**config.mk**
```make
export PLATFORM = sky130hd
export DESIGN_NAME = blsl_back
export DESIGN_NICKNAME = d
export VERILOG_FILES = /design/src/rtl/blsl_pkg.sv /design/src/rtl/blsl_back.sv
export SDC_FILE = /design/constraint.sdc
export NUM_CORES = 2
export LEC_CHECK = 0
export BUFFER_PORTS_ARGS = -buffer_cell sky130_fd_sc_hd__buf_4
export CAP_MARGIN = 10
export CORE_AREA = 2 2 483 485
export CTS_CLUSTER_SIZE = 28
export DETAILED_ROUTE_END_ITERATION = 8
export DIE_AREA = 0 0 485 487
export GPL_TIMING_DRIVEN = 0
export PLACE_DENSITY_LB_ADDON = 0.25
export SETUP_SLACK_MARGIN = 0.3
export SYNTH_ARGS = -nofsm -noshare
export SYNTH_HDL_FRONTEND = slang
export SYNTH_SLANG_ARGS = --single-unit
```
**constraint.sdc**
```tcl
create_clock -name clk -period 12.69 [get_ports clk]
set_clock_uncertainty 0.1 [all_clocks]
set_input_delay 1.269 -clock clk [delete_from_list [all_inputs] [get_ports clk]]
set_output_delay 1.269 -clock clk [all_outputs]
set_load 0.1 [all_outputs]
```
**src/rtl/blsl_pkg.sv**
```systemverilog
package blsl_pkg;

  localparam int GRID_POINTS = 11;
  localparam int VALUE_WIDTH = 16;
  localparam int FRAC_BITS   = 8;
  localparam int MAX_INDEX   = GRID_POINTS - 1;
  localparam int IDX_W       = $clog2(GRID_POINTS);
  localparam int COORD_W     = IDX_W + FRAC_BITS;

  localparam int IN_W        = 16;
  localparam int ENTRY_IDX_W = 4;
  localparam int ORG_W       = 16;
  localparam int SCALE_W     = 24;
  localparam int SCALE_FRAC  = 16;
  localparam int CFG_W       = 24;
  localparam int REG_IDX_W   = 2;
  localparam int DIFF_W      = IN_W + 1;
  localparam int PROD_W      = DIFF_W + SCALE_W + 1;

  localparam int NUM_BANKS   = 4;
  localparam int BANK_SIDE   = (GRID_POINTS + 1) / 2;
  localparam int BANK_DEPTH  = BANK_SIDE * BANK_SIDE;
  localparam int BANK_AW     = $clog2(BANK_DEPTH);

  localparam int BLEND_W     = VALUE_WIDTH + FRAC_BITS + 1;
  localparam int SUM_W       = VALUE_WIDTH + 2 * FRAC_BITS + 1;

  localparam int Q_DEPTH     = 4;
  localparam int Q_AW        = $clog2(Q_DEPTH);
  localparam int OUT_DEPTH   = 4;
  localparam int OUT_AW      = $clog2(OUT_DEPTH);

  typedef enum logic {
    CMD_LOOKUP = 1'b0,
    CMD_WRITE  = 1'b1
  } cmd_t;

  typedef enum logic [REG_IDX_W-1:0] {
    REG_X_ORIGIN = 2'd0,
    REG_X_SCALE  = 2'd1,
    REG_Y_ORIGIN = 2'd2,
    REG_Y_SCALE  = 2'd3
  } reg_idx_t;

  // lookups: neighbor indices and fractions; writes: row in yi, column in xi
  typedef struct packed {
    logic                   write;
    logic                   wr_ok;
    logic [IDX_W-1:0]       xi;
    logic [IDX_W-1:0]       xj;
    logic [IDX_W-1:0]       yi;
    logic [IDX_W-1:0]       yj;
    logic [FRAC_BITS-1:0]   fx;
    logic [FRAC_BITS-1:0]   fy;
    logic [VALUE_WIDTH-1:0] value;
  } task_t;

endpackage

```
**src/rtl/blsl_back.sv**
```systemverilog
module blsl_back import blsl_pkg::*; (
  input  logic                          clk,
  input  logic                          rst,
  input  task_t                         head,
  input  logic                          q_empty,
  output logic                          q_pop,
  output logic                          empty,
  input  logic                          pop,
  output logic signed [VALUE_WIDTH-1:0] surface_value
);

  localparam logic [FRAC_BITS:0] FRAC_ONE = (FRAC_BITS+1)'(1 << FRAC_BITS);

  function automatic logic [BANK_AW-1:0] bank_addr(logic [IDX_W-1:0] r, logic [IDX_W-1:0] c);
    return BANK_AW'((r >> 1) * BANK_SIDE + (c >> 1));
  endfunction

  logic [VALUE_WIDTH-1:0] bank [NUM_BANKS][BANK_DEPTH];
  logic [VALUE_WIDTH-1:0] rd   [NUM_BANKS];
  logic [BANK_AW-1:0]     raddr [NUM_BANKS];
  logic [BANK_AW-1:0]     waddr;
  logic [1:0]             wbank;

  logic [OUT_AW:0] in_use;
  logic            lookup;

  logic                 d_valid;
  logic [FRAC_BITS-1:0] d_fx;
  logic [FRAC_BITS-1:0] d_fy;
  logic                 d_yi0, d_yj0, d_xi0, d_xj0;

  logic                      e_valid;
  logic signed [BLEND_W-1:0] e_r0;
  logic signed [BLEND_W-1:0] e_r1;
  logic [FRAC_BITS-1:0]      e_fy;

  logic [FRAC_BITS:0]        wx0;
  logic [FRAC_BITS:0]        wy0;
  logic signed [BLEND_W:0]   r0_sum;
  logic signed [BLEND_W:0]   r1_sum;
  logic signed [SUM_W-1:0]   s;

  logic [VALUE_WIDTH-1:0] o_mem [OUT_DEPTH];
  logic [OUT_AW-1:0]      o_wptr;
  logic [OUT_AW-1:0]      o_rptr;
  logic [OUT_AW:0]        o_count;
  logic                   o_pop;

  // reserve an output slot for every lookup in flight
  assign in_use = o_count + (OUT_AW+1)'(d_valid) + (OUT_AW+1)'(e_valid);
  assign q_pop  = !q_empty && (head.write || (in_use < (OUT_AW+1)'(OUT_DEPTH)));
  assign lookup = q_pop && !head.write;

  always_comb begin
    logic [1:0]       bi;
    logic [IDX_W-1:0] r;
    logic [IDX_W-1:0] c;
    for (int b = 0; b < NUM_BANKS; b++) begin
      bi = 2'(b);
      r  = (head.yi[0] == bi[1]) ? head.yi : head.yj;
      c  = (head.xi[0] == bi[0]) ? head.xi : head.xj;
      raddr[b] = bank_addr(r, c);
    end
  end

  assign waddr = bank_addr(head.yi, head.xi);
  assign wbank = {head.yi[0], head.xi[0]};

  always_ff @(posedge clk) begin
    if (q_pop && head.write && head.wr_ok) begin
      bank[wbank][waddr] <= head.value;
    end
    if (lookup) begin
      for (int b = 0; b < NUM_BANKS; b++) begin
        rd[b] <= bank[b][raddr[b]];
      end
    end
  end

  always_ff @(posedge clk) begin
    if (rst) begin
      d_valid <= 1'b0;
      e_valid <= 1'b0;
    end else begin
      d_valid <= lookup;
      e_valid <= d_valid;
    end
  end

  always_ff @(posedge clk) begin
    if (lookup) begin
      d_fx  <= head.fx;
      d_fy  <= head.fy;
      d_yi0 <= head.yi[0];
      d_yj0 <= head.yj[0];
      d_xi0 <= head.xi[0];
      d_xj0 <= head.xj[0];
    end
  end

  assign wx0    = FRAC_ONE - {1'b0, d_fx};
  assign r0_sum = $signed({1'b0, wx0}) * $signed(rd[{d_yi0, d_xi0}])
                + $signed({2'b0, d_fx}) * $signed(rd[{d_yi0, d_xj0}]);
  assign r1_sum = $signed({1'b0, wx0}) * $signed(rd[{d_yj0, d_xi0}])
                + $signed({2'b0, d_fx}) * $signed(rd[{d_yj0, d_xj0}]);

  always_ff @(posedge clk) begin
    if (d_valid) begin
      e_r0 <= r0_sum[BLEND_W-1:0];
      e_r1 <= r1_sum[BLEND_W-1:0];
      e_fy <= d_fy;
    end
  end

  // round half up, then floor by arithmetic shift
  assign wy0 = FRAC_ONE - {1'b0, e_fy};
  assign s   = $signed({1'b0, wy0}) * e_r0 + $signed({2'b0, e_fy}) * e_r1
             + $signed(SUM_W'(1 << (2 * FRAC_BITS - 1)));

  assign o_pop         = pop && !empty;
  assign empty         = (o_count == '0);
  assign surface_value = $signed(o_mem[o_rptr]);

  always_ff @(posedge clk) begin
    if (rst) begin
      o_wptr  <= '0;
      o_rptr  <= '0;
      o_count <= '0;
    end else begin
      if (e_valid) begin
        o_wptr <= o_wptr + OUT_AW'(1);
      end
      if (o_pop) begin
        o_rptr <= o_rptr + OUT_AW'(1);
      end
      if (e_valid && !o_pop) begin
        o_count <= o_count + (OUT_AW+1)'(1);
      end else if (o_pop && !e_valid) begin
        o_count <= o_count - (OUT_AW+1)'(1);
      end
    end
  end

  always_ff @(posedge clk) begin
    if (e_valid) begin
      o_mem[o_wptr] <= s[2*FRAC_BITS +: VALUE_WIDTH];
    end
  end

endmodule

```
==> impl_metrics.json <==
{
  "status": "finished, final reports clean",
  "worstHoldPathType": "reg -> reg",
  "num-fill-cells": 16070,
  "setup_violations": 0,
  "synth_top_area_share_pct": 57.46,
  "cp-start-kind": "flop",
  "grt_max_degree": 105,
  "yosysSeqAreaShare_pct": 57.69,
  "yosys.area_share.adder_pct": 17.18,
  "cp_num_cells": 26,
  "rr_worst_depth": 26,
  "synth_area_um2": 131200,
  "multi_input_area_um2": 50450,
  "cts_setup_buffers": 0,
  "slew_violations": 0,
  "crit_path_max_fanout": 10,
  "timing.setup.tns_ns": 0,
  "io_buffers": 70,
  "drive_above_1_share_pct": 19.31,
  "register_area_um2": 75670,
  "grt_overflow": 0,
  "post-route-period-util_pct": 84.27,
  "cts_made_buffers": 275,
  "wl_met3_mm": 29.66,
  "clkTransAtPathRegs_ns": 0.06,
  "crit_type": "reg -> reg",
  "synthXorXnorAreaFrac_pct": 1.039,
  "place_hpwl_mm": 240.9,
  "clk_latency_ns": 0.94,
  "avgRoutedWirePerCell_um": 29.61,
  "dieArea_um2": 236200,
  "clk_path_buf_depth": 4,
  "cts_resized": 0,
  "firstDrtPassIters": 6,
  "numClockSinks": 2525,
  "yosysMostFrequentCell": "edfxtp_1",
  "core.rowCount": 177,
  "tritoncts": "done",
  "wl_met2_mm": 169.4,
  "synth-main-ff-cell": "edfxtp_1",
  "yosys_warnings": 0,
  "boundaryPins": 72,
  "synth-edff-count": 2510,
  "initial_utilization_pct": 56.68,
  "cp_top_family": "adder cells",
  "wl_met1_mm": 122.7,
  "tightest_slew_ns": 1.430,
  "drtAntennaViolNets": 0,
  "hold_viol_final": 0,
  "avgSynthCellArea_um2": 16.91,
  "syn_inst": 7757,
  "cts-htree-levels": 5,
  "ys_types": 69,
  "vias": 70950,
  "hold_path_depth": 0,
  "cp_common_cell": "fa_1",
  "vias_per_cell": 6.176,
  "die_h_um": 487,
  "fp.coreArea_um2": 231400,
  "max_freq_mhz": 93.51,
  "grt_usage_pct": 29.30,
  "worstSetupEndpointType": "flop",
  "synth_compound_area_share_pct": 1.216,
  "relSlewSlack_pct": 4.644,
  "drtIter0Drc": 8571,
  "cp_slowest_stage_delay_ns": 0.81,
  "rsz0062_at_grt": "no",
  "grt_pass1_vias": 73830,
  "top_layer_used": "met5",
  "synth_top_area_cell": "edfxtp_1",
  "worst-path-buf-inv": 8,
  "routed_wl_mm": 340.2,
  "synth_top_cells_by_count": "2510 x edfxtp_1, 1039 x inv_1, 912 x fa_1, 740 x mux4_2, 510 x nand2_1",
  "async_flop_share_pct": 0,
  "required_ns": 13.11,
  "syn_to_final_growth_pct": 11.78,
  "yosys.area_share.simple_pct": 4.891,
  "max_cap_violations": 0,
  "grt_pass1_wl_mm": 498.3,
  "antenna_found_initial": 20,
  "dieWidth_um": 485,
  "slowest_stage": "clkbuf_1",
  "synth.ff_latch_count": 2525,
  "synth.area.top_cells": "edfxtp_1 57%, fa_1 14%, mux4_2 13%",
  "fin_crit_ns": 10.69,
  "synthMuxAreaShare_pct": 13.84,
  "arrival_ns": 11.11,
  "nets": 9552,
  "drc": 0,
  "synth.net_count": 9065,
  "globalplace.congestion": 0.9627,
  "root_buffer": "clkbuf_16",
  "synth_top_family_by_area": "adder cells",
  "cts_hold_buffers": 0
}
layer usage:
metal  track usage, %  vias to the layer above
met3            5.145                      731
met5                0                        -
met4            13.87                       12
li1                 -                    28950
met2            48.28                     3626
met1            38.29                    37640
worst register-to-register path, stage by stage, from the launching register on:
cell      delay, ns
edfxtp_1       0.48
inv_1          0.12
clkbuf_1       0.62
clkbuf_1       0.81
ha_1           0.41
nor3b_1        0.44
xor2_1         0.59
clkbuf_1       0.81
nor2_1         0.15
fa_1           0.45
inv_1          0.07
fa_1           0.40
inv_1          0.10
fa_1           0.47
fa_1           0.53
inv_1          0.06
fa_1           0.49
fa_1           0.49
inv_1          0.04
ha_1           0.20
or3_1          0.40
a311oi_2       0.38
o31ai_1        0.18
a31o_2         0.29
a41oi_1        0.28
a21oi_1        0.19
xor2_1         0.77
state kept, by name, summed over array words and instances, names as in the netlist, 2 cells and up, named ones only:
| signal | count |
|---|---|
| bank | 2304 |
| o_mem | 64 |
| rd | 64 |
| e_r0 | 25 |
| e_r1 | 25 |
| d_fx | 8 |
| d_fy | 8 |
| e_fy | 8 |
| o_count | 3 |
| o_rptr | 2 |
| o_wptr | 2 |
cell type report:
cell class	count	area share, %
Inverter	1040	2.662
Clock inverter	133	0.7638
Timing Repair Buffer	210	1.929
Clock buffer	334	4.967
Antenna cell	11	0.01877
Sequential cell	2525	51.61
Tap cell	3043	2.597
Buffer	317	1.040
Multi-Input combinational cell	3875	34.41
cells by family after synthesis:
group,Yosys count
flops,2525
buf+inv,1357
simple gates,1356
fa+ha+maj,1254
mux,864
compound gates,254
xor+xnor,147
cells in the final DEF (no fill, tap or decap), types with 12 or more instances in the layout:
cell,count
nor2_1,177
nor2b_1,31
clkbuf_1,228
buf_6,49
xor2_1,42
buf_1,23
o21a_1,23
clkbuf_16,282
nand2_1,510
dfxtp_1,14
buf_2,70
nor2_2,137
and2_1,407
clkinv_1,56
mux4_1,12
xnor2_1,94
a21o_1,20
o22ai_1,65
mux2i_1,83
buf_4,94
buf_16,24
bufinv_16,17
nor3_1,15
inv_1,1039
ha_1,342
fa_1,912
mux4_2,740
a21oi_1,70
clkinv_2,39
edfxtp_1,2510
o21ai_0,30
mux2_2,25
nand2b_1,24
buf_8,87
final timing paths:
check,start,end,slack (ns)
setup / recovery,d_fx[0]$_DFFE_PP_,e_r1[21]$_DFFE_PP_,2.00
hold / removal,d_fy[0]$_DFFE_PP_,e_fy[0]$_DFFE_PP_,0.32
setup reg to reg,d_fx[0]$_DFFE_PP_,e_r1[21]$_DFFE_PP_,2.00
hold reg to reg,d_fy[0]$_DFFE_PP_,e_fy[0]$_DFFE_PP_,0.32
stage by stage:
stage	std cells	instance area (µm²)	hold slack, ns	setup slack, ns	util (%)
3_3_place_gp	10870	135500	0.3061	-2.266	58.55
5_1_grt	11480	146600	0.3289	1.820	63.35
4_1_cts	11470	146500	0.3201	2.308	63.29
6_report	11490	146600	0.3188	1.996	63.35
2_1_floorplan	7757	131200	0.3003	3.538	-
3_5_place_dp	11000	138100	0.3077	2.360	59.66
Power is not shown: default switching activity piles up to over one toggle a cycle in this logic, so the estimate is an artifact.
