## config.mk

```make
export PLATFORM = sky130hd
export DESIGN_NAME = blsl_front
export DESIGN_NICKNAME = d
export VERILOG_FILES = /design/src/rtl/blsl_pkg.sv /design/src/rtl/blsl_front.sv
export SDC_FILE = /design/constraint.sdc
export NUM_CORES = 2
export LEC_CHECK = 0
export BUFFER_PORTS_ARGS = -buffer_cell sky130_fd_sc_hd__buf_2
export CORE_MARGIN = 2
export CORE_UTILIZATION = 25
export DETAILED_ROUTE_END_ITERATION = 10
export GPL_TIMING_DRIVEN = 0
export PLACE_DENSITY = 0.39
export SLEW_MARGIN = 5
export SYNTH_ARGS = -nofsm -noshare
export SYNTH_HDL_FRONTEND = slang
export SYNTH_SLANG_ARGS = --single-unit
```

## constraint.sdc

```tcl
create_clock -name clk -period 8.63 [get_ports clk]
set_input_delay 1.726 -clock clk [delete_from_list [all_inputs] [get_ports clk]]
set_output_delay 1.726 -clock clk [all_outputs]
set_load 0.05 [all_outputs]
```

## src/rtl/blsl_pkg.sv

```systemverilog
package blsl_pkg;

  localparam int GRID_POINTS = 11;
  localparam int VALUE_WIDTH = 16;
  localparam int FRAC_BITS   = 8;
  localparam int MAX_INDEX   = GRID_POINTS - 1;
  localparam int IDX_W       = $clog2(GRID_POINTS);
  localparam int COORD_W     = IDX_W + FRAC_BITS;

  localparam int IN_W        = 16;
  localparam int ENTRY_IDX_W = 4;
  localparam int ORG_W       = 16;
  localparam int SCALE_W     = 24;
  localparam int SCALE_FRAC  = 16;
  localparam int CFG_W       = 24;
  localparam int REG_IDX_W   = 2;
  localparam int DIFF_W      = IN_W + 1;
  localparam int PROD_W      = DIFF_W + SCALE_W + 1;

  localparam int NUM_BANKS   = 4;
  localparam int BANK_SIDE   = (GRID_POINTS + 1) / 2;
  localparam int BANK_DEPTH  = BANK_SIDE * BANK_SIDE;
  localparam int BANK_AW     = $clog2(BANK_DEPTH);

  localparam int BLEND_W     = VALUE_WIDTH + FRAC_BITS + 1;
  localparam int SUM_W       = VALUE_WIDTH + 2 * FRAC_BITS + 1;

  localparam int Q_DEPTH     = 4;
  localparam int Q_AW        = $clog2(Q_DEPTH);
  localparam int OUT_DEPTH   = 4;
  localparam int OUT_AW      = $clog2(OUT_DEPTH);

  typedef enum logic {
    CMD_LOOKUP = 1'b0,
    CMD_WRITE  = 1'b1
  } cmd_t;

  typedef enum logic [REG_IDX_W-1:0] {
    REG_X_ORIGIN = 2'd0,
    REG_X_SCALE  = 2'd1,
    REG_Y_ORIGIN = 2'd2,
    REG_Y_SCALE  = 2'd3
  } reg_idx_t;

  // lookups: neighbor indices and fractions; writes: row in yi, column in xi
  typedef struct packed {
    logic                   write;
    logic                   wr_ok;
    logic [IDX_W-1:0]       xi;
    logic [IDX_W-1:0]       xj;
    logic [IDX_W-1:0]       yi;
    logic [IDX_W-1:0]       yj;
    logic [FRAC_BITS-1:0]   fx;
    logic [FRAC_BITS-1:0]   fy;
    logic [VALUE_WIDTH-1:0] value;
  } task_t;

endpackage

```

## src/rtl/blsl_front.sv

```systemverilog
module blsl_front import blsl_pkg::*; (
  input  logic                    clk,
  input  logic                    rst,
  input  logic                    cfg_write,
  input  logic [REG_IDX_W-1:0]    cfg_index,
  input  logic [CFG_W-1:0]        cfg_data,
  input  logic                    push,
  output logic                    full,
  input  logic                    command,
  input  logic signed [IN_W-1:0]  x,
  input  logic signed [IN_W-1:0]  y,
  input  logic [ENTRY_IDX_W-1:0]  entry_row,
  input  logic [ENTRY_IDX_W-1:0]  entry_col,
  input  logic [VALUE_WIDTH-1:0]  entry_value,
  output task_t                   q_task,
  output logic                    q_push,
  input  logic                    q_full
);

  logic [ORG_W-1:0]   x_origin;
  logic [SCALE_W-1:0] x_scale;
  logic [ORG_W-1:0]   y_origin;
  logic [SCALE_W-1:0] y_scale;

  logic                     p_valid;
  logic                     p_write;
  logic signed [PROD_W-1:0] px;
  logic signed [PROD_W-1:0] py;
  logic [ENTRY_IDX_W-1:0]   p_row;
  logic [ENTRY_IDX_W-1:0]   p_col;
  logic [VALUE_WIDTH-1:0]   p_value;

  logic                     p_ready;
  logic signed [DIFF_W-1:0] dx;
  logic signed [DIFF_W-1:0] dy;
  logic signed [PROD_W-1:0] px_next;
  logic signed [PROD_W-1:0] py_next;
  logic [COORD_W-1:0]       cx;
  logic [COORD_W-1:0]       cy;
  logic [IDX_W-1:0]         xi;
  logic [IDX_W-1:0]         yi;

  function automatic logic [COORD_W-1:0] to_coord(logic signed [PROD_W-1:0] p);
    logic signed [PROD_W-1:0] hi;
    logic [COORD_W-1:0]       c;
    hi = $signed(PROD_W'(MAX_INDEX << SCALE_FRAC));
    if (p < 0) begin
      c = '0;
    end else if (p > hi) begin
      c = COORD_W'(MAX_INDEX << FRAC_BITS);
    end else begin
      c = p[SCALE_FRAC-FRAC_BITS +: COORD_W];
    end
    return c;
  endfunction

  always_ff @(posedge clk) begin
    if (rst) begin
      x_origin <= '0;
      x_scale  <= '0;
      y_origin <= '0;
      y_scale  <= '0;
    end else if (cfg_write) begin
      unique case (reg_idx_t'(cfg_index))
        REG_X_ORIGIN: x_origin <= cfg_data[ORG_W-1:0];
        REG_X_SCALE:  x_scale  <= cfg_data[SCALE_W-1:0];
        REG_Y_ORIGIN: y_origin <= cfg_data[ORG_W-1:0];
        REG_Y_SCALE:  y_scale  <= cfg_data[SCALE_W-1:0];
        default: ;
      endcase
    end
  end

  assign dx      = {x[IN_W-1], x} - {x_origin[ORG_W-1], x_origin};
  assign dy      = {y[IN_W-1], y} - {y_origin[ORG_W-1], y_origin};
  assign px_next = dx * $signed({1'b0, x_scale});
  assign py_next = dy * $signed({1'b0, y_scale});

  assign p_ready = !p_valid || !q_full;
  assign full    = !p_ready;
  assign q_push  = p_valid && !q_full;

  always_ff @(posedge clk) begin
    if (rst) begin
      p_valid <= 1'b0;
    end else if (p_ready) begin
      p_valid <= push;
    end
  end

  always_ff @(posedge clk) begin
    if (p_ready && push) begin
      p_write <= (command == CMD_WRITE);
      px      <= px_next;
      py      <= py_next;
      p_row   <= entry_row;
      p_col   <= entry_col;
      p_value <= entry_value;
    end
  end

  assign cx = to_coord(px);
  assign cy = to_coord(py);
  assign xi = cx[COORD_W-1:FRAC_BITS];
  assign yi = cy[COORD_W-1:FRAC_BITS];

  always_comb begin
    q_task       = '0;
    q_task.write = p_write;
    q_task.value = p_value;
    if (p_write) begin
      q_task.wr_ok = (p_row <= ENTRY_IDX_W'(MAX_INDEX)) && (p_col <= ENTRY_IDX_W'(MAX_INDEX));
      q_task.yi    = IDX_W'(p_row);
      q_task.xi    = IDX_W'(p_col);
    end else begin
      q_task.xi = xi;
      q_task.yi = yi;
      q_task.xj = (xi == IDX_W'(MAX_INDEX)) ? xi : xi + IDX_W'(1);
      q_task.yj = (yi == IDX_W'(MAX_INDEX)) ? yi : yi + IDX_W'(1);
      q_task.fx = cx[FRAC_BITS-1:0];
      q_task.fy = cy[FRAC_BITS-1:0];
    end
  end

endmodule

```

==> run metrics <==
final wirelength 130,000 um; Critical R2R Launch x_origin[2]$_SDFFE_PP0P_; Worst Slack Setup Final -0.580 ns; Tcrit/Tclk final 1.07; clock tree from TritonCTS done; clock transition time at the flip-flop clock pins of the worst setup and hold paths 0.09 ns; cell type of the slowest stage on the worst timing path sky130_fd_sc_hd__fa_1; critical path endpoint category register; Setup WS pre-CTS -2.93 ns; Hold WC Path Type reg2reg; Crit Path Category in2reg; Layout area overhead 22.9%; startpoint of the worst hold path y_origin[7]$_SDFFE_PP0P_; global-route wire length before repair between 150,000 and 200,000 um; non-filler instance count after layout about 6,400; Syn Area/Cell 8.71 um^2; average wire per cell in the routed design between 20 and 25 um; Final Hold Violating Endpoints 0; floorplan die area around 150,000 um^2; area of the core 144,000 um^2; Overall Global Routing Usage 0.181; Die Y 385 um; delay of the slowest cell on the worst path 0.54 ns; number of buffers and inverters on the critical path 8; iteration-0 DRC count of the detailed router 1,547; standby leakage power 21.0 nW; number of antenna violations at the first check in global routing 26; Worst Path Required between 8 and 9 ns; number of clock sinks between 150 and 200; hold bufs inserted after CTS 0; ratio of cells with drive above 1 in the final layout 0.178; Chip Width around 390 um; worst path arrival time about 9.5 ns; number of distinct library cells after synthesis 76; total via count in the routed design 28,700; worst-case clock skew 0.0217 ns; later-pin clock latency in the skew report 0.54 ns; complex-gate fraction of the synthesized area 0.0723; failing checks setup timing; cell count after placement 6,213; total power density per cell area approximately 140 nW/um^2; peak supply drop between 0.1 and 0.15 mV; total number of nets in the final design around 5,600; fraction of synthesized area in multiplexers 0.000276; routability cong. between 0.8 and 0.9; Root Driver sky130_fd_sc_hd__clkbuf_16; number of maximum-capacitance violations 0; number of primary I/O pins 140; final count of negative-setup-slack endpoints 34; RSZ-0062 raised after global routing yes; start point of the critical path x[0]; count of final max-slew check failures 0; Achievable Freq approximately 0.11 GHz; crit-path max FO 6; main combinational cell family by area after synthesis adder cells; share of synthesized area occupied by flip-flops and latches 0.135; dominant delay contributor by cell family on the critical path adder cells; Longest Clk Path Bufs 2; synthesized-area fraction occupied by and/or/nand/nor cells 0.181; First-pass DRT Iterations 5; count of mapped cells out of synthesis around 4,200; actual slew at the worst max-slew pin approximately 1 ns; post-synthesis instance area roughly 36,000 um^2; number of enable flip-flop cells after synthesis ~110; flip-flop cell with the highest count after synthesis sky130_fd_sc_hd__edfxtp_1; site row count approximately 140; Port-buffer cells approximately 140; Top cell by count, worst path sky130_fd_sc_hd__fa_1; via count of the first global-routing pass about 30,000; synthesized-area fraction occupied by adder cells 0.474; residual overflow from global routing 0; xor and xnor area share after synthesis 0.0207; CP startpoint kind input pin; Via-to-Cell Ratio roughly 4.5; syn nets between 5,000 and 6,000; maximum number of pins on one net before global-route repair 30; clock buffers created by TritonCTS 17; outcome finished with violations; flop and latch count out of synthesis 190; post-layout util 0.310; Initial Util 0.253; Final HPWL DP about 110,000 um; share of synthesized registers carrying an async set or reset 0; H-Tree Level Count 4; Final Critical Period a little over 9 ns; YS warnings 0; post-detailed-route count of antenna-violating nets 0; drc violations 0; max_slew headroom 0.335
worst paths after layout:
check / end / slack (ns) / cells after the start
min: y_origin[7]$_SDFFE_PP0P_ / 0.46 / 2
min reg2reg: y_origin[7]$_SDFFE_PP0P_ / 0.46 / 2
max: px[39]$_DFFE_PP_ / -0.58 / 37
max reg2reg: px[39]$_DFFE_PP_ / 0.32 / 35
report_power, final:
part,internal [mW],switching [mW],total (mW)
Sequential,1.16,0.0770,1.24
Combinational,1.62,2.28,3.90
Clock,0.431,0.457,0.888
Total,3.22,2.81,6.03
per-layer routing:
layer  track usage  vias to the layer above  share of wire
li1              -                    13400              -
met1         0.255                    14700           0.47
met2         0.306                      551           0.48
met3        0.0178                       84          0.041
met4        0.0254                        0          0.012
met5             0                        -              0
cell usage after synthesis, types with 48 or more instances:
master,count,area share
sky130_fd_sc_hd__o21ai_0,48,0.0066
sky130_fd_sc_hd__xnor2_1,58,0.014
sky130_fd_sc_hd__edfxtp_1,109,0.090
sky130_fd_sc_hd__a21oi_1,177,0.024
sky130_fd_sc_hd__nor2b_1,109,0.019
sky130_fd_sc_hd__inv_1,909,0.094
sky130_fd_sc_hd__and2_1,182,0.031
sky130_fd_sc_hd__clkbuf_1,190,0.020
sky130_fd_sc_hd__nand2_1,675,0.070
sky130_fd_sc_hd__nor2_1,135,0.014
sky130_fd_sc_hd__nand3_1,59,0.0081
sky130_fd_sc_hd__dfxtp_1,81,0.045
sky130_fd_sc_hd__ha_1,320,0.11
sky130_fd_sc_hd__fa_1,660,0.36
flip-flops by register name, summed over array words and instances (netlist names), 16 cells and up:
signal    count
px           42
py           42
x_scale      24
y_scale      24
p_value      16
x_origin     16
y_origin     16
metrics by stage:
| stage | TNS, ns | total power, mW | area (um^2) | hold WS (ns) |
|---|---|---|---|---|
| 2_1_floorplan | -1.55 | 3.24 | 36800 | 0.436 |
| 5_1_grt | -18.84 | 6.53 | 44600 | 0.483 |
| 3_5_place_dp | -108.24 | 4.24 | 40000 | 0.446 |
| 3_3_place_gp | -418.28 | 4.26 | 39900 | 0.445 |
| 6_report | -10.19 | 6.03 | 44600 | 0.457 |
| 4_1_cts | -11.85 | 5.70 | 43200 | 0.458 |
placed cells by master, fill, tap and decap left out, types with 24 or more instances in the layout:
cell type	Yosys	routed
sky130_fd_sc_hd__a21oi_1	177	137
sky130_fd_sc_hd__nor2_1	135	113
sky130_fd_sc_hd__and2_1	182	179
sky130_fd_sc_hd__a21oi_2	2	25
sky130_fd_sc_hd__nand2_1	675	644
sky130_fd_sc_hd__ha_1	320	279
sky130_fd_sc_hd__buf_6	0	48
sky130_fd_sc_hd__a21o_1	44	44
sky130_fd_sc_hd__clkbuf_16	0	25
sky130_fd_sc_hd__nor3_1	33	29
sky130_fd_sc_hd__fa_2	0	33
sky130_fd_sc_hd__fa_1	660	627
sky130_fd_sc_hd__clkbuf_1	190	140
sky130_fd_sc_hd__inv_1	909	871
sky130_fd_sc_hd__buf_2	11	135
sky130_fd_sc_hd__inv_2	1	35
sky130_fd_sc_hd__xnor2_1	58	41
sky130_fd_sc_hd__buf_4	1	128
sky130_fd_sc_hd__dfxtp_1	81	81
sky130_fd_sc_hd__nor4_1	30	24
sky130_fd_sc_hd__nor2b_1	109	103
sky130_fd_sc_hd__nand3_1	59	34
sky130_fd_sc_hd__ha_4	0	33
sky130_fd_sc_hd__o21ai_0	48	28
sky130_fd_sc_hd__edfxtp_1	109	109
layout make-up:
cell class,count,area [um^2]
antenna,6,15.0
buffer,208,1250
clock buffer,18,450
clock inverter,14,175
fill,15300,99200
inverter,910,3440
multi-input combinational,2853,29600
sequential,190,4890
tap,1903,2380
timing repair buffer,315,2450
what timing repair did:
item | 4_1_cts | 5_1_grt
cloned | 3 | 1
endpoints found under the setup margin | 55 | 50
resized for setup | 349 | 262
pin swaps | 132 | 167
buffers inserted | 104 | 72
tightest hold or removal path: stages (launching register included):
cell and delay (ns):
sky130_fd_sc_hd__dfxtp_1 0.31, sky130_fd_sc_hd__nand2_1 0.05, sky130_fd_sc_hd__a21oi_1 0.05
cells by family (layout without fill, tap and decap cells):
group	after synthesis	in the layout
AND/OR/NAND/NOR	1366	1366
buffers and inverters	1126	1465
adder cells (fa/ha/maj)	980	980
AO/OA/AOI/OAI	419	420
flip-flops	190	190
XOR/XNOR	86	86
multiplexers	1	1
other	0	6
Note: power is estimated with default switching activity, not from simulation.
