File: config.mk
export PLATFORM = sky130hd
export DESIGN_NAME = blsl_queue
export DESIGN_NICKNAME = d
export VERILOG_FILES = /design/src/rtl/blsl_pkg.sv /design/src/rtl/blsl_queue.sv
export SDC_FILE = /design/constraint.sdc
export NUM_CORES = 1
export LEC_CHECK = 0
export ABC_CLOCK_PERIOD_IN_PS = 5720
export BUFFER_PORTS_ARGS = -buffer_cell sky130_fd_sc_hd__buf_4
export CAP_MARGIN = 20
export CORE_ASPECT_RATIO = 0.75
export CORE_MARGIN = 2
export CORE_UTILIZATION = 45
export DETAILED_ROUTE_END_ITERATION = 8
export GPL_ROUTABILITY_DRIVEN = 0
export GPL_TIMING_DRIVEN = 0
export PLACE_DENSITY_LB_ADDON = 0.08
export SLEW_MARGIN = 15
export SYNTH_ARGS = -nofsm -noshare
export SYNTH_HDL_FRONTEND = slang
export SYNTH_SLANG_ARGS = --single-unit
File: constraint.sdc
create_clock -name clk -period 5.72 [get_ports clk]
set_clock_uncertainty 0.05 [all_clocks]
set_input_delay 0.572 -clock clk [delete_from_list [all_inputs] [get_ports clk]]
set_output_delay 0.572 -clock clk [all_outputs]
set_load 0.05 [all_outputs]
File: src/rtl/blsl_pkg.sv
package blsl_pkg;

  localparam int GRID_POINTS = 11;
  localparam int VALUE_WIDTH = 16;
  localparam int FRAC_BITS   = 8;
  localparam int MAX_INDEX   = GRID_POINTS - 1;
  localparam int IDX_W       = $clog2(GRID_POINTS);
  localparam int COORD_W     = IDX_W + FRAC_BITS;

  localparam int IN_W        = 16;
  localparam int ENTRY_IDX_W = 4;
  localparam int ORG_W       = 16;
  localparam int SCALE_W     = 24;
  localparam int SCALE_FRAC  = 16;
  localparam int CFG_W       = 24;
  localparam int REG_IDX_W   = 2;
  localparam int DIFF_W      = IN_W + 1;
  localparam int PROD_W      = DIFF_W + SCALE_W + 1;

  localparam int NUM_BANKS   = 4;
  localparam int BANK_SIDE   = (GRID_POINTS + 1) / 2;
  localparam int BANK_DEPTH  = BANK_SIDE * BANK_SIDE;
  localparam int BANK_AW     = $clog2(BANK_DEPTH);

  localparam int BLEND_W     = VALUE_WIDTH + FRAC_BITS + 1;
  localparam int SUM_W       = VALUE_WIDTH + 2 * FRAC_BITS + 1;

  localparam int Q_DEPTH     = 4;
  localparam int Q_AW        = $clog2(Q_DEPTH);
  localparam int OUT_DEPTH   = 4;
  localparam int OUT_AW      = $clog2(OUT_DEPTH);

  typedef enum logic {
    CMD_LOOKUP = 1'b0,
    CMD_WRITE  = 1'b1
  } cmd_t;

  typedef enum logic [REG_IDX_W-1:0] {
    REG_X_ORIGIN = 2'd0,
    REG_X_SCALE  = 2'd1,
    REG_Y_ORIGIN = 2'd2,
    REG_Y_SCALE  = 2'd3
  } reg_idx_t;

  // lookups: neighbor indices and fractions; writes: row in yi, column in xi
  typedef struct packed {
    logic                   write;
    logic                   wr_ok;
    logic [IDX_W-1:0]       xi;
    logic [IDX_W-1:0]       xj;
    logic [IDX_W-1:0]       yi;
    logic [IDX_W-1:0]       yj;
    logic [FRAC_BITS-1:0]   fx;
    logic [FRAC_BITS-1:0]   fy;
    logic [VALUE_WIDTH-1:0] value;
  } task_t;

endpackage

File: src/rtl/blsl_queue.sv
module blsl_queue import blsl_pkg::*; (
  input  logic  clk,
  input  logic  rst,
  input  logic  push,
  input  task_t push_task,
  output logic  full,
  input  logic  pop,
  output task_t head,
  output logic  empty
);

  task_t           slots [Q_DEPTH];
  logic [Q_AW-1:0] wr_ptr;
  logic [Q_AW-1:0] rd_ptr;
  logic [Q_AW:0]   count;

  assign full  = (count == (Q_AW+1)'(Q_DEPTH));
  assign empty = (count == '0);
  assign head  = slots[rd_ptr];

  always_ff @(posedge clk) begin
    if (rst) begin
      wr_ptr <= '0;
      rd_ptr <= '0;
      count  <= '0;
    end else begin
      if (push) begin
        wr_ptr <= wr_ptr + Q_AW'(1);
      end
      if (pop) begin
        rd_ptr <= rd_ptr + Q_AW'(1);
      end
      if (push && !pop) begin
        count <= count + (Q_AW+1)'(1);
      end else if (pop && !push) begin
        count <= count - (Q_AW+1)'(1);
      end
    end
  end

  always_ff @(posedge clk) begin
    if (push) begin
      slots[wr_ptr] <= push_task;
    end
  end

endmodule

==> flow_metrics.env, run 1 <==
export IMPL_drt_first_pass_iters=4
export IMPL_ys_warn_count=0
export IMPL_swShare=0.2472
export IMPL_setup_violations=0
export IMPL_grt_usage=0.1487
export IMPL_instances_no_fill=665
export IMPL_cp_start_kind="register"
export IMPL_vias=3452
export IMPL_maxSlewViolCount=0
export IMPL_core_um2=16770
export IMPL_p_leak_nw=3.244
export IMPL_async_flop_share=0
export IMPL_end_kind="primary output"
export IMPL_slowest_delay_ns=0.39
export IMPL_htree_num_levels=1
export IMPL_placementRows=41
export IMPL_worst_path_stages=4
export IMPL_worst_pin_slew_ns=0.4059
export IMPL_detail_route_wl_per_cell_um=20.19
export IMPL_powerDensity_nw_per_um2=383.5
export IMPL_timing_slew_headroom=0.7294
export IMPL_synth_flop_cell="edfxtp_1"
export IMPL_numClockSinks=209
export IMPL_vias_per_cell=5.191
export IMPL_crit_buf_inv=3
export IMPL_rsz0062_at_grt="no"
export IMPL_vdd_drop_max_mv=0.1920
export IMPL_postCtsHoldBufs=0
export IMPL_layout_nets=497
export IMPL_post_route_period_util=0.4524
export IMPL_syn_to_final_growth_pct=23.48
export IMPL_hold_violations=0
export IMPL_synth_fp_nets=366
export IMPL_dieArea_um2=18190
export IMPL_totalWireLength_um=13430
export IMPL_postCtsSetupRepairBufs=0
export IMPL_hold_class="in2reg"
export IMPL_cts_resized=0
export IMPL_setup_tns_ns=0
export IMPL_ctsRootBufferMaster="clkbuf_16"
export IMPL_endpoint="head[48]"
export IMPL_ant_nets=0
export IMPL_numPortBuffers=104
export IMPL_status="finished clean"
export IMPL_drive_gt1_frac=0.4444
export IMPL_die_w_um=155.1
export IMPL_drc=0
export IMPL_reg2reg_depth=4
export IMPL_antenna_found_initial=0
export IMPL_drt_iter0_drc=204
export IMPL_synth_edff_count=200
export IMPL_cts_buffers_inserted=21
export IMPL_regArea_um2=6186
export IMPL_maxCapViolCount=0
export IMPL_syn_avg_cell_area_um2=25.17
export IMPL_dp_hpwl_um=8021
export IMPL_p_sw_mw=0.9014
export IMPL_intPower_mw=2.745
export IMPL_worstPathCellList="buf_1 -> buf_2 -> mux4_2 -> buf_4"
export IMPL_ios=106
export IMPL_path_class="reg2out"
export IMPL_required_ns=5.10
export IMPL_pwr_share_seq=0.487
export IMPL_clk_pin_slew_ns=0.06
export IMPL_worst_path_max_delay_cell="mux4_2"
export IMPL_worstReg2RegStart="wr_ptr[0]"
export IMPL_grt_max_degree=43
export IMPL_fp_dieH_um=117.3
export IMPL_initial_core_util=0.4591
export IMPL_cp_arrival_ns=1.97
export IMPL_worstPathMaxFanout=10
export IMPL_r2r_slack_ns=4.10
export IMPL_clk_latency_ns=0.48
export IMPL_synth_cell_types=22
export IMPL_grt_pass1_vias=3533
export IMPL_grt_pass1_wl_um=19970
export IMPL_overflow=0
export IMPL_hp_start="push_task[31]"
export IMPL_holdWs_ns=0.2382
export IMPL_ys_ff_latch=209
export IMPL_cts_tree="built"
export IMPL_path_delay_family="buffers and inverters"
export IMPL_dp_cells=629
export IMPL_fmax_mhz=386.4
export IMPL_syn_area_um2=7701
export IMPL_synth_sequential_area_ratio=0.8032
export IMPL_multi_input_area_um2=1366
export IMPL_syn_inst=306
export IMPL_rr_endpoint="slots[2][1]"
export IMPL_p_clk_frac=0.356
export IMPL_period_needed_ns=2.588
export IMPL_cts_path_max_buffers=3
export IMPL_fillCellCount=1270
export IMPL_combPwrFrac=0.157
export IMPL_antennaDiodeCount=0
cell usage after synthesis, types with 2 or more instances:
cell type,number,area [µm²]
buf_2,5,25.02
mux4_2,50,1126
ha_1,5,62.56
and2_1,4,25.02
buf_12,5,100.1
inv_1,4,15.01
xnor2_1,2,17.52
xor2_1,3,26.28
nor2_1,7,26.28
dfxtp_1,9,180.2
edfxtp_1,200,6006
mux2i_1,2,20.02
flip-flops by register name (all words and copies together), names as in the netlist, named ones only:
register and flops:
wr_ptr 2, slots 200, rd_ptr 2, count 3
metrics by stage:
step / power (mW) / instance area [µm²] / worst slack (ns) / utilization
2_1_floorplan: 2.199 / 7701 / 3.491 / -
3_3_place_gp: 2.375 / 8751 / 2.314 / 0.5217
3_5_place_dp: 2.390 / 8856 / 3.604 / 0.5279
4_1_cts: 3.705 / 9509 / 3.074 / 0.5669
5_1_grt: 3.788 / 9509 / 3.019 / 0.5669
6_report: 3.647 / 9509 / 3.132 / 0.5669
layout by cell type (no fill, tap or decap), types with 2 or more instances in the layout:
cell	synthesis	final
and2_4	0	4
buf_12	5	7
buf_16	0	2
buf_2	5	5
buf_4	0	104
bufinv_16	0	2
clkbuf_1	1	6
clkbuf_16	0	21
clkinv_1	0	4
clkinvlp_4	0	2
dfxtp_1	9	9
edfxtp_1	200	200
ha_1	5	5
inv_1	4	4
mux2i_1	2	2
mux4_2	50	50
nor2_1	7	7
xnor2_1	2	2
xor2_1	3	3
worst min-delay path by stage:
stage                        end  cells after the start
global route        slots[1][48]                      1
floorplan               count[2]                      2
finish              slots[0][31]                      1
CTS                 slots[3][42]                      1
global placement        count[2]                      2
detailed placement      count[2]                      2
kinds of logic after synthesis:
| family | after synthesis | synth area share |
|---|---|---|
| flops | 209 | 0.8032 |
| mux | 52 | 0.1488 |
| buf+inv | 17 | 0.02063 |
| simple gates | 15 | 0.009586 |
| fa+ha+maj | 6 | 0.01072 |
| xor+xnor | 5 | 0.005687 |
| compound gates | 2 | 0.001299 |
power by group through the flow:
stage	clock (mW)	sequential (mW)	combinational, mW
finish	1.30	1.77	0.572
detailed placement	0	1.81	0.582
global placement	0	1.81	0.565
floorplan	0	1.81	0.394
global route	1.40	1.78	0.605
CTS	1.35	1.78	0.583
cell type report:
| type | instances | area share |
|---|---|---|
| sequential | 209 | 0.6505 |
| clock inverter | 9 | 0.01000 |
| multi-input combinational | 80 | 0.1437 |
| tap | 215 | 0.02829 |
| timing repair buffer | 108 | 0.09211 |
| buffer | 13 | 0.01513 |
| clock buffer | 27 | 0.05868 |
| inverter | 4 | 0.001579 |
metal layers:
| metal | track usage | wire length, µm | part of all wire | up-vias |
|---|---|---|---|---|
| li1 | - | - | - | 1553 |
| met1 | 0.2014 | 6045 | 0.45 | 1786 |
| met2 | 0.2412 | 6331 | 0.47 | 91 |
| met3 | 0.04087 | 742 | 0.055 | 22 |
| met4 | 0.04321 | 309 | 0.023 | 0 |
| met5 | 0 | 0 | 0 | - |
No activity file was read; power rests on OpenSTA's default activity.
==> inputs of run 2 (changes only) <==
--- a/config.mk
+++ b/config.mk
@@ -5,7 +5,7 @@
 export SDC_FILE = /design/constraint.sdc
 export NUM_CORES = 1
 export LEC_CHECK = 0
-export ABC_CLOCK_PERIOD_IN_PS = 5720
+export ABC_CLOCK_PERIOD_IN_PS = 2500
 export BUFFER_PORTS_ARGS = -buffer_cell sky130_fd_sc_hd__buf_4
 export CAP_MARGIN = 20
 export CORE_ASPECT_RATIO = 0.75
==> constraint.sdc (replaced) <==
create_clock -name clk -period 2.5 [get_ports clk]
set_clock_uncertainty 0.05 [all_clocks]
set_input_delay 0.25 -clock clk [delete_from_list [all_inputs] [get_ports clk]]
set_output_delay 0.25 -clock clk [all_outputs]
set_load 0.05 [all_outputs]
==> run 2 against run 1 <==
Non-clock buffer count up 51. Die area is the same. Sequential share of layout area down 3.3 points. Clock-buffer cell count did not move. Critical endpoint unchanged. Wire length grew 2.4%. First-iteration DRC count is 3.9% lower. Global-route usage is 0.33 points higher. Clock power is 130% higher. Total power rose by 130%. Sequential cell count did not move. Worst setup slack worse by 2.9 ns.
==> flow_metrics.env, run 2 (synthesis results as in run 1) <==
export IMPL_cp_arrival_ns=1.98
export IMPL_ios=106
export IMPL_core_um2=16770
export IMPL_syn_to_final_growth_pct=30.11
export IMPL_status="finished clean"
export IMPL_regArea_um2=6186
export IMPL_vias=3633
export IMPL_end_kind="primary output"
export IMPL_intPower_mw=6.333
export IMPL_antenna_found_initial=0
export IMPL_ctsRootBufferMaster="clkbuf_16"
export IMPL_p_sw_mw=2.083
export IMPL_endpoint="head[48]"
export IMPL_htree_num_levels=1
export IMPL_design_power_total_mw=8.416
export IMPL_vias_per_cell=5.074
export IMPL_die_w_um=155.1
export IMPL_path_class="reg2out"
export IMPL_clk_latency_ns=0.48
export IMPL_hold_class="in2reg"
export IMPL_drt_iter0_drc=196
export IMPL_swShare=0.2476
export IMPL_dieArea_um2=18190
export IMPL_fillCellCount=1227
export IMPL_ant_nets=0
export IMPL_placementRows=41
export IMPL_numPortBuffers=104
export IMPL_fmax_mhz=439.0
export IMPL_period_needed_ns=2.278
export IMPL_p_clk_frac=0.354
export IMPL_grt_pass1_vias=3722
export IMPL_multi_input_area_um2=1366
export IMPL_combPwrFrac=0.163
export IMPL_grt_usage=0.1520
export IMPL_cts_path_max_buffers=3
export IMPL_post_route_period_util=0.9112
export IMPL_initial_core_util=0.4591
export IMPL_setup_violations=0
export IMPL_cts_buffers_inserted=21
export IMPL_postCtsSetupRepairBufs=0
export IMPL_maxCapViolCount=0
export IMPL_drc=0
export IMPL_maxSlewViolCount=0
export IMPL_setup_tns_ns=0
export IMPL_vdd_drop_max_mv=0.4400
export IMPL_rsz0062_at_grt="no"
export IMPL_numClockSinks=209
export IMPL_clk_pin_slew_ns=0.06
export IMPL_grt_max_degree=43
export IMPL_cts_resized=0
export IMPL_dp_hpwl_um=8021
export IMPL_drt_first_pass_iters=4
export IMPL_worstReg2RegStart="wr_ptr[0]"
export IMPL_drive_gt1_frac=0.3992
export IMPL_rr_endpoint="slots[2][1]"
export IMPL_holdWs_ns=0.03110
export IMPL_fp_dieH_um=117.3
export IMPL_cts_tree="built"
export IMPL_layout_nets=548
export IMPL_grt_pass1_wl_um=20570
export IMPL_largest_reg_flops=200
export IMPL_required_ns=2.20
export IMPL_cp_start_kind="register"
export IMPL_regMostFlops="slots"
export IMPL_overflow=0
export IMPL_antennaDiodeCount=0
export IMPL_p_leak_nw=3.457
export IMPL_pwr_share_seq=0.482
export IMPL_r2r_slack_ns=0.88
export IMPL_reg2reg_depth=4
export IMPL_hold_violations=0
export IMPL_worst_pin_slew_ns=0.4043
export IMPL_detail_route_wl_per_cell_um=19.21
export IMPL_worstPathMaxFanout=10
export IMPL_timing_slew_headroom=0.7305
export IMPL_powerDensity_nw_per_um2=840.0
export IMPL_top_regs="slots x200, count x3"
export IMPL_layout_commonest_cell="edfxtp_1"
export IMPL_totalWireLength_um=13750
export IMPL_final_cell_mix="edfxtp_1, buf_4, dlygate4sd3_1, mux4_2, clkbuf_16"
-- run 2: cell count changes in the layout (fill, tap and decap cells not counted) --
cell           before  now
dlygate4sd3_1       0   51
-- run 2: power by group through the flow --
| stage | Clock (mW) | Sequential [mW] | Combinational (mW) |
|---|---|---|---|
| floorplan | 0 | 4.13 | 0.901 |
| global placement | 0 | 4.14 | 1.29 |
| detailed placement | 0 | 4.14 | 1.33 |
| CTS | 3.08 | 4.06 | 1.40 |
| global route | 3.21 | 4.07 | 1.45 |
| finish | 2.98 | 4.06 | 1.38 |
-- run 2: timing repair --
| action | in CTS | in global routing |
|---|---|---|
| hold buffers | 51 | 0 |
| endpoints found under the setup margin | 0 | 0 |
| hold endpoints to repair | 201 | 0 |
-- run 2: routing by layer --
layer | routed length (µm) | global-route usage | part of all wire
met1 | 6097 | 0.2075 | 0.44
met3 | 807 | 0.03719 | 0.059
met2 | 6538 | 0.2489 | 0.48
met5 | 0 | 0 | 0
met4 | 311 | 0.04321 | 0.023
-- run 2: worst min-delay path by stage --
stage / start / end / slack, ns / cells after the start
finish: push / wr_ptr[0] / 0.03 / 3
global route: push / wr_ptr[0] / 0.06 / 3
CTS: push / wr_ptr[0] / 0.02 / 3
detailed placement: push_task[30] / slots[0][30] / 0.40 / 1
global placement: push_task[31] / slots[0][31] / 0.40 / 1
floorplan: push_task[0] / slots[0][0] / 0.30 / 0
-- run 2: through the flow --
| stage | util | area (µm²) | setup slack [ns] | cells |
|---|---|---|---|---|
| after CTS | 0.5973 | 10020 | 0.1764 | 716 |
| after global routing | 0.5973 | 10020 | 0.1209 | 716 |
| after global placement | 0.5217 | 8751 | -0.7335 | 625 |
| after detailed placement | 0.5279 | 8856 | 0.7063 | 629 |
| final | 0.5973 | 10020 | 0.2220 | 716 |
| after floorplan | - | 7701 | 0.3029 | 306 |
-- run 2: cell type report --
cell class / count / share of cell area
timing repair buffer: 159 / 0.1384
tap: 215 / 0.02685
clock inverter: 9 / 0.009491
inverter: 4 / 0.001499
buffer: 13 / 0.01436
sequential: 209 / 0.6174
multi-input combinational: 80 / 0.1364
clock buffer: 27 / 0.05569
-- run 2: worst max-delay path: stages (launching register included) --
cell     delay [ns]
dfxtp_1        0.30
buf_1          0.23
buf_2          0.36
mux4_2         0.39
buf_4          0.21
==> inputs of run 3 (changes only) <==
--- a/config.mk
+++ b/config.mk
@@ -5,7 +5,7 @@
 export SDC_FILE = /design/constraint.sdc
 export NUM_CORES = 1
 export LEC_CHECK = 0
-export ABC_CLOCK_PERIOD_IN_PS = 2500
+export ABC_CLOCK_PERIOD_IN_PS = 2009
 export BUFFER_PORTS_ARGS = -buffer_cell sky130_fd_sc_hd__buf_4
 export CAP_MARGIN = 20
 export CORE_ASPECT_RATIO = 0.75
==> constraint.sdc (replaced) <==
create_clock -name clk -period 2.01 [get_ports clk]
set_clock_uncertainty 0.05 [all_clocks]
set_input_delay 0.201 -clock clk [delete_from_list [all_inputs] [get_ports clk]]
set_output_delay 0.201 -clock clk [all_outputs]
set_load 0.05 [all_outputs]
==> run 3 against run 2 <==
The flow now finishes with violations (negative setup slack). Global-route usage increased by 0.52 points. Cell area up 3.7%. Sequential cell count did not move. Clock power grew 24%. Register-to-register slack lost 0.54 ns. Die area unchanged. Core utilization is 2.2 points higher. Sequential share of layout area fell by 2.2 points. Via count up 0.39%.
==> flow_metrics.env, run 3 (synthesis results as in run 1) <==
export IMPL_syn_to_final_growth_pct=34.98
export IMPL_drive_gt1_frac=0.4067
export IMPL_design_power_total_mw=10.68
export IMPL_path_class="reg2out"
export IMPL_htree_num_levels=1
export IMPL_largest_reg_flops=200
export IMPL_clk_pin_slew_ns=0.06
export IMPL_ctsRootBufferMaster="clkbuf_16"
export IMPL_maxSlewViolCount=0
export IMPL_p_sw_mw=2.665
export IMPL_core_um2=16770
export IMPL_rsz0062_at_grt="yes"
export IMPL_hold_class="in2reg"
export IMPL_totalWireLength_um=14400
export IMPL_timing_slew_headroom=0.7238
export IMPL_antenna_found_initial=0
export IMPL_p_leak_nw=3.600
export IMPL_combPwrFrac=0.179
export IMPL_layout_nets=554
export IMPL_fmax_mhz=469.9
export IMPL_pwr_share_seq=0.474
export IMPL_ant_nets=0
export IMPL_drt_first_pass_iters=4
export IMPL_detail_route_wl_per_cell_um=19.89
export IMPL_status="finished, violations left"
export IMPL_overflow=0
export IMPL_vdd_drop_max_mv=0.7997
export IMPL_top_regs="slots x200, count x3"
export IMPL_cts_tree="built"
export IMPL_postCtsSetupRepairBufs=0
export IMPL_placementRows=41
export IMPL_cts_path_max_buffers=3
export IMPL_worstPathMaxFanout=6
export IMPL_clk_latency_ns=0.49
export IMPL_die_w_um=155.1
export IMPL_required_ns=1.76
export IMPL_antennaDiodeCount=0
export IMPL_grt_usage=0.1572
export IMPL_post_route_period_util=1.059
export IMPL_numPortBuffers=104
export IMPL_ios=106
export IMPL_drc=0
export IMPL_intPower_mw=8.016
export IMPL_numClockSinks=209
export IMPL_grt_pass1_vias=3983
export IMPL_end_kind="primary output"
export IMPL_hold_violations=0
export IMPL_drt_iter0_drc=172
export IMPL_routed_top_layer="met4"
export IMPL_period_needed_ns=2.128
export IMPL_setup_violations=50
export IMPL_failed_checks="negative setup slack"
export IMPL_swShare=0.2495
export IMPL_grt_pass1_wl_um=21330
export IMPL_p_clk_frac=0.347
export IMPL_wl_met3_um=690
export IMPL_worst_pin_slew_ns=0.4143
export IMPL_worstPathCellList="buf_12 -> clkbuf_16 -> mux4_2 -> buf_6"
export IMPL_wl_met2_um=6951
export IMPL_setup_slack_ns=-0.1180
export IMPL_regMostFlops="slots"
export IMPL_worst_path_max_delay_cell="mux4_2"
export IMPL_holdWs_ns=0.01280
export IMPL_powerDensity_nw_per_um2=1027
export IMPL_final_cell_mix="edfxtp_1, buf_4, dlygate4sd3_1, mux4_2, buf_6"
export IMPL_cts_buffers_inserted=21
export IMPL_vias_per_cell=5.037
export IMPL_maxCapViolCount=0
export IMPL_dieArea_um2=18190
export IMPL_vias=3647
export IMPL_instances_no_fill=724
export IMPL_cp_arrival_ns=1.88
export IMPL_wl_met1_um=6529
export IMPL_fp_dieH_um=117.3
export IMPL_initial_core_util=0.4591
export IMPL_cp_start_kind="register"
export IMPL_dp_cells=629
export IMPL_slowest_delay_ns=0.52
export IMPL_dp_hpwl_um=8080
export IMPL_grt_max_degree=49
export IMPL_layout_commonest_cell="edfxtp_1"
==> run 3: cell types whose count changed in the layout (fill, tap and decap cells not counted), sizes merged <==
cell,delta
clkbuf,+5
clkinv,+2
clkinvlp,-1
dlygate4sd3,+1
inv,+1
==> run 3: worst max-delay path, delay by kind of cell (launching register included) <==
family   cells  cell delay, ns
mux          1            0.52
buf+inv      3            0.48
flops        1            0.37
==> run 3: repair_timing <==
item / in CTS / in global routing
endpoints found under the hold margin: 204 / 0
hold buffers: 52 / 0
gates resized for setup: 60 / 1
setup endpoints to repair: 50 / 50
gates cloned: 1 / 5
==> run 3: final timing paths <==
path | start | end | slack, ns | depth (start not counted)
max reg2reg | wr_ptr[0] | slots[0][23] | 0.34 | 4
min | rst | count[1] | 0.01 | 2
max | register | head[45] | -0.12 | 4
min reg2reg | count[2] | count[2] | 0.47 | 2
==> run 3: area by class of cell <==
class / instances / area (µm²)
clock inverters: 11 / 105.1
multi-input cells: 80 / 1366
well taps: 215 / 269.0
fillers: 1207 / 6380
repair buffers: 166 / 1740
flip-flops and latches: 209 / 6190
plain buffers: 12 / 161.4
inverters: 4 / 15.01
clock buffers: 27 / 548.0
==> run 3: power by group through the flow <==
stage | clock, mW | combinational (mW) | sequential, mW
2_1_floorplan | 0 | 1.12 | 5.13
3_3_place_gp | 0 | 1.61 | 5.14
3_5_place_dp | 0 | 1.65 | 5.15
4_1_cts | 3.82 | 1.89 | 5.06
5_1_grt | 3.98 | 2.01 | 5.07
6_report | 3.71 | 1.91 | 5.06
==> run 3: layer usage <==
layer	up-vias	GRT usage
met4	0	0.03951
li1	1665	-
met1	1874	0.2109
met3	19	0.03682
met2	89	0.2658
met5	-	0
==> run 3: per-stage QoR <==
step | cell area [µm²] | setup WS [ns] | setup TNS, ns | util
after detailed placement | 8856 | 0.2613 | 0 | 0.5279
final | 10400 | -0.1180 | -4.447 | 0.6197
after floorplan | 7706 | 0.2572 | 0 | -
after global routing | 10400 | -0.1737 | -7.329 | 0.6197
after CTS | 10270 | -0.1556 | -5.565 | 0.6121
after global placement | 8756 | -0.1688 | -31.06 | 0.5220
